[config.mk]
export PLATFORM = sky130hd
export DESIGN_NAME = fse_term_mem
export DESIGN_NICKNAME = d
export VERILOG_FILES = /design/src/rtl/fse_pkg.sv /design/src/rtl/fse_term_mem.sv
export SDC_FILE = /design/constraint.sdc
export NUM_CORES = 1
export LEC_CHECK = 0
export ABC_AREA = 1
export BUFFER_PORTS_ARGS = -buffer_cell sky130_fd_sc_hd__buf_4
export CAP_MARGIN = 10
export CORE_MARGIN = 2
export CORE_UTILIZATION = 30
export CTS_CLUSTER_SIZE = 28
export DETAILED_ROUTE_END_ITERATION = 6
export MAX_ROUTING_LAYER = met4
export PLACE_DENSITY = 0.53
export SETUP_SLACK_MARGIN = 0.15
export SLEW_MARGIN = 25
export SYNTH_ARGS = -nofsm -noshare
export SYNTH_HDL_FRONTEND = slang
export SYNTH_SLANG_ARGS = --single-unit
[constraint.sdc]
create_clock -name clk -period 18.6 [get_ports clk]
set_input_delay 1.86 -clock clk [delete_from_list [all_inputs] [get_ports clk]]
set_output_delay 1.86 -clock clk [all_outputs]
set_load 0.05 [all_outputs]
[src/rtl/fse_pkg.sv]
// Shared types and constants of the Fourier series evaluator.
`default_nettype none
package fse_pkg;

  // Request operation codes
  localparam logic OP_WRITE = 1'b0;
  localparam logic OP_EVAL  = 1'b1;

  // Configuration register indexes
  localparam logic [1:0] CFG_IDX_BIAS  = 2'd0;
  localparam logic [1:0] CFG_IDX_TREND = 2'd1;

  // Phase constants, Q0.32 turns / Q0.30 quarter turns
  localparam logic [31:0] QUARTER_TURN = 32'h4000_0000;
  localparam logic [30:0] ONE_Q30      = 31'h4000_0000;
  localparam logic [63:0] HALF_LSB     = 64'h0000_0000_2000_0000;

  // sin(pi/2 * x) coefficients, Q1.30, x^1 up to x^11
  localparam int unsigned NUM_COEF = 6;
  localparam logic [30:0] POLY_COEF [NUM_COEF] = '{
    31'd1686629713, 31'd693598668, 31'd85569306, 31'd5026995, 31'd172272, 31'd3864
  };

  // Trend clamp and result range
  localparam logic signed [64:0] TREND_HI = 65'sh0_4000_0000_0000_0000;
  localparam logic signed [64:0] TREND_LO = -TREND_HI;
  localparam logic signed [65:0] VAL_MAX  = 66'sh0_0000_7FFF_FFFF_FFFF;
  localparam logic signed [65:0] VAL_MIN  = -VAL_MAX - 66'sd1;

  // One stored term
  typedef struct packed {
    logic signed [31:0] amp;
    logic [31:0]        freq;
    logic [31:0]        phase;
  } term_t;

endpackage
`default_nettype wire

[src/rtl/fse_term_mem.sv]
// Term store: synchronous memory with per-entry valid bits cleared at reset.
`default_nettype none
module fse_term_mem #(
  parameter int NUM_TERMS = 10,
  parameter int AW        = 4
) (
  input  wire logic           clk,
  input  wire logic           rst,
  input  wire logic           we,
  input  wire logic [AW-1:0]  waddr,
  input  wire fse_pkg::term_t wdata,
  input  wire logic           re,
  input  wire logic [AW-1:0]  raddr,
  output fse_pkg::term_t      rdata,
  output logic                rvalid,
  output logic                rcos
);

  fse_pkg::term_t mem [NUM_TERMS];
  logic [NUM_TERMS-1:0] vld;

  // Storage write
  always_ff @(posedge clk) begin
    if (we) begin
      mem[waddr] <= wdata;
    end
  end

  // Valid bits: a never-written entry reads as zero
  always_ff @(posedge clk) begin
    if (rst) begin
      vld <= '0;
    end else if (we) begin
      vld[waddr] <= 1'b1;
    end
  end

  // Registered read
  always_ff @(posedge clk) begin
    rdata <= vld[raddr] ? mem[raddr] : '0;
    rcos  <= ~raddr[0];
  end

  always_ff @(posedge clk) begin
    if (rst) begin
      rvalid <= 1'b0;
    end else begin
      rvalid <= re;
    end
  end

endmodule
`default_nettype wire

# After elaboration in Yosys (flattened, before gate mapping)
# Memory sizes are Yosys's and may differ from the RTL's. A register that Yosys moved wholly into a read port is not among the register bits.
# Index checks and enable logic that the tools add are counted.
# classes
order_cmp	3
muxes	6
bitwise	2
n_reduce_logical	2
# ops
cell	count
< comparator 4 x 5 -> 1 bit, second input constant	2
OR 10 bit	1
binary-select mux 1 bit (select 4 bit)	1
demux 1 bit (select 4 bit)	1
>= comparator 4 x 1 -> 1 bit, second input constant	1
2-to-1 mux 1 bit	4
logical AND 1 bit	1
logical NOT 1 bit	1
inverter 1 bit	1
# totals
ff_bits	12
mem_bits_rw	960
inputBits	108
output_inout_bits	98
word_cells	17
mem_count	1
# mem_list
name	words	word_bits	rd	rd_ports_with_merged_regs	wr	line_no	source
mem	10	96	1	1	1	fse_term_mem.sv:19	fse_pkg::term_t mem [NUM_TERMS];

# Longest topological paths before layout
# logic_depth
ltp_word	5
mapped_depth	13
depth_no_buf	9

# Worst setup path after synthesis
# No wires, ideal clock.
# synth_timing
path_type	input to register
from	in waddr[2]
to	mem mem[2][0] (netlist name) (enable)
setup_time_ns	0.671
arrival_time_ns	8.590
t_required_ns	17.929
setup_slack_ns	9.339
stages	3
path_buffers	0
cell_sequence	nor2_1 > inv_1 > nor3_1
# synth_lines
item	line_no	source
start: declaration	fse_term_mem.sv:10	input wire logic [AW-1:0] waddr,
end: declaration	fse_term_mem.sv:19	
# No word-level cell before the write port.

# Worst setup path in the final report
# layout_timing
from	in raddr[2]
to	reg rdata[50] (netlist name)
# layout_between
elab_chain_cells	3
# layout_lines
item	line_no	source
start: declaration	fse_term_mem.sv:13	input wire logic [AW-1:0] raddr,
binary-select mux 1 bit (select 4 bit)	fse_term_mem.sv:40	rdata <= vld[raddr] ? mem[raddr] : '0;
2-to-1 mux 1 bit (implied by the code)	fse_term_mem.sv:40	
logical NOT 1 bit (no source line)	-	
# Parallel ways exist; a longest one is shown, timed or not. The select of a mux whose other input is x is not followed.
# A chain may end at the register's enable or synchronous reset.

==> results.md <==
- Yosys top cell area share: 0.667
- Syn nets: 4145
- Max-Cap Viols: 0
- Main area contributors after synthesis: edfxtp_1 67%, nand2_1 10%, nand3_1 6.8%
- Area delta synth->final: 16.3%
- Asr flop ratio synth: 0
- Die area: 147000 µm²
- Hold_sp: vld[0]
- Fillcell total: 14220
- Yosys reg bits: 1068
- Synth Area in Simple Gates: 0.189
- Post-Layout Cell Count: 6203
- Initial core utilization: 0.302
- Type of origin of the critical path: input pin
- Setup Buffers After CTS: 0
- Number of cell rows: 139
- Post-cts resize count: 0
- RSZ-0062 raised after global routing: false
- Status: finished, final reports clean
- GRT overflow: 0
- First-pass GRT wire length: ~170 mm
- Post-Synthesis Cells: 4037
- CP arrival: 5310 ps
- Synth Area in Compound Gates: 0.0116
- Synth area leader: edfxtp_1
- Clk_lat worst skew: about 700 ps
- HP Class: register to register
- Final Util: 0.351
- GPL Wtd Cong: 0.723
- Post-layout minimum cycle time: about 4700 ps
- Adder-cell share of the synthesized area: 0
- Synthesized area per cell: 10.7 µm²
- Layout Nets: 4293
- Via Count: around 27000
- # DRC: 0
- Gr usage total: 0.158
- Ports: 206
- Synth warnings: 0
- Critical path class: input pin to register
- Setup Viol. Count Final: 0
- Crit Reg-Reg Startpoint: vld[7]
- CTS sink cnt: ~1100
- Share of cells above drive strength 1: 0.101
- Post-synth EDFFs: 960
- Most frequent cell after synthesis: nand2_1
- Placed Cells: approximately 6000
- I/O Buffers: 205
- H-tree Lvls: 3
- Distinct cell type count after synthesis: 18
- Fin. max-slew vios: 0
- Register area: a little over 30000 µm²
- Clock skew: 18.6 ps
- Seq/Total Area, Yosys: 0.717
- Routed WL: about 110 mm
- Via/cell ratio: 4.40
- Reg clk slew, reported paths: ~60 ps
- Post-synthesis mux area share: 0
- Synthesized area: 43200 µm²
- Critical Path Start: raddr[2]
- Clock buffer count from CTS: around 110
- Crit-path max FO: 52
- Wire length per cell: 18.4 µm
- Post-synth top cells: 1157 x nand2_1, 960 x edfxtp_1, 682 x inv_1, 584 x nand3_1, 215 x nor2_1
- Hpwl dp: ~54 mm
- Initial antenna violation count: 18
- Required @ worst endpoint: between 15000 and 20000 ps
- Max Root-Sink Buffers: 3
- Fin. Hold Viols: 0
- Worst-margin pin slew: 1090 ps
- Iteration-0 DRC Markers: about 2000
- CP endpoint kind: register
- Final worst-path cycle share: 0.251
- Slew HR: 0.275
- Core Area: 143000 µm²
- Multi-input gate area: 8730 µm²
- Worst hold slack: 466 ps
- Leakage power: roughly 21 nW
- Vias in the first global route: approximately 26000
- Largest family of logic cells by synthesized area: simple AND/OR/NAND/NOR gates
- Most used DFF post-synth: edfxtp_1
- Antenna Nets Post-Route: 0
- CTS root buf: clkbuf_16
- Synth Area in XOR/XNOR: 0
- Die width: approximately 380 µm
- Setup TNS: 0 ps
- Hold_buf cts: 0
- CTS tree: yes
- 1st-pass router iterations: 5
- Maximum clock rate: 0.214 GHz
- Largest net degree at the start of global routing: 224
- Die height: about 380 µm
- Peak VDD IR: 71.7 µV
- Pwr dens: 104 nW/µm²
-- per-layer routing --
| metal | global-route usage | wire, µm |
|---|---|---|
| met2 | 0.241 | 52400 |
| met1 | 0.208 | 51500 |
| met3 | 0.0349 | 7660 |
| met4 | 0.0488 | 2440 |
| met5 | - | 0 |
-- layout by cell type, fill, tap and decap left out, drive strengths merged --
master    count
inv         698
clkbuf      149
o21ai        96
nor3          5
nand3       584
edfxtp      960
buf         238
clkinvlp      3
bufinv        7
clkinv       48
diode        17
nor2        215
nand2      1168
a21oi         4
dfxtp       108
-- logic make-up after synthesis --
| kind of cell | Yosys count |
|---|---|
| simple gates | 1972 |
| flops | 1068 |
| buf+inv | 897 |
| compound gates | 100 |
-- per-stage QoR --
step / area, µm² / power [mW] / worst slack [ps]
2_1_floorplan: 43200 / 2.95 / 9340
3_3_place_gp: 46600 / 3.08 / 13080
3_5_place_dp: 46600 / 3.09 / 13080
4_1_cts: 50200 / 5.28 / 13860
5_1_grt: 50200 / 5.41 / 13630
6_report: 50200 / 5.22 / 13930
-- worst max-delay path, cell delays in order --
cell	delay (ps)
buf_4	210
inv_4	370
buf_4	650
nand3_1	150
nand3_1	100
nand3_1	130
nand2_4	740
buf_4	760
nand2_1	120
inv_1	80
-- report_power, final --
| group | leakage (nW) | total, mW | switching (mW) | internal [mW] |
|---|---|---|---|---|
| combinational | 9.77 | 0.347 | 0.253 | 0.0937 |
| clock | 1.76 | 2.18 | 0.928 | 1.26 |
| sequential | 9.56 | 2.68 | 0.0147 | 2.67 |
-- registers in the layout (all words and copies together) (netlist names) --
signal,count
rcos,1
rvalid,1
mem,960
vld,10
rdata,96
-- area by class of cell --
cell class              instances  area share
diodes                         17    0.000847
clock buffers                 149      0.0614
clock inverters                62     0.00974
inverters                     694      0.0525
multi-input cells            2072       0.174
flip-flops and latches       1068       0.617
well taps                    1903      0.0474
repair buffers                238      0.0377
-- final timing paths --
check              end  slack, ps  cells after the start
max          rdata[50]      13930                     10
min             vld[0]        470                      2
max reg2reg  rdata[50]      16020                      9
min reg2reg     vld[0]        470                      2
Power figures use the tool's default switching activity.
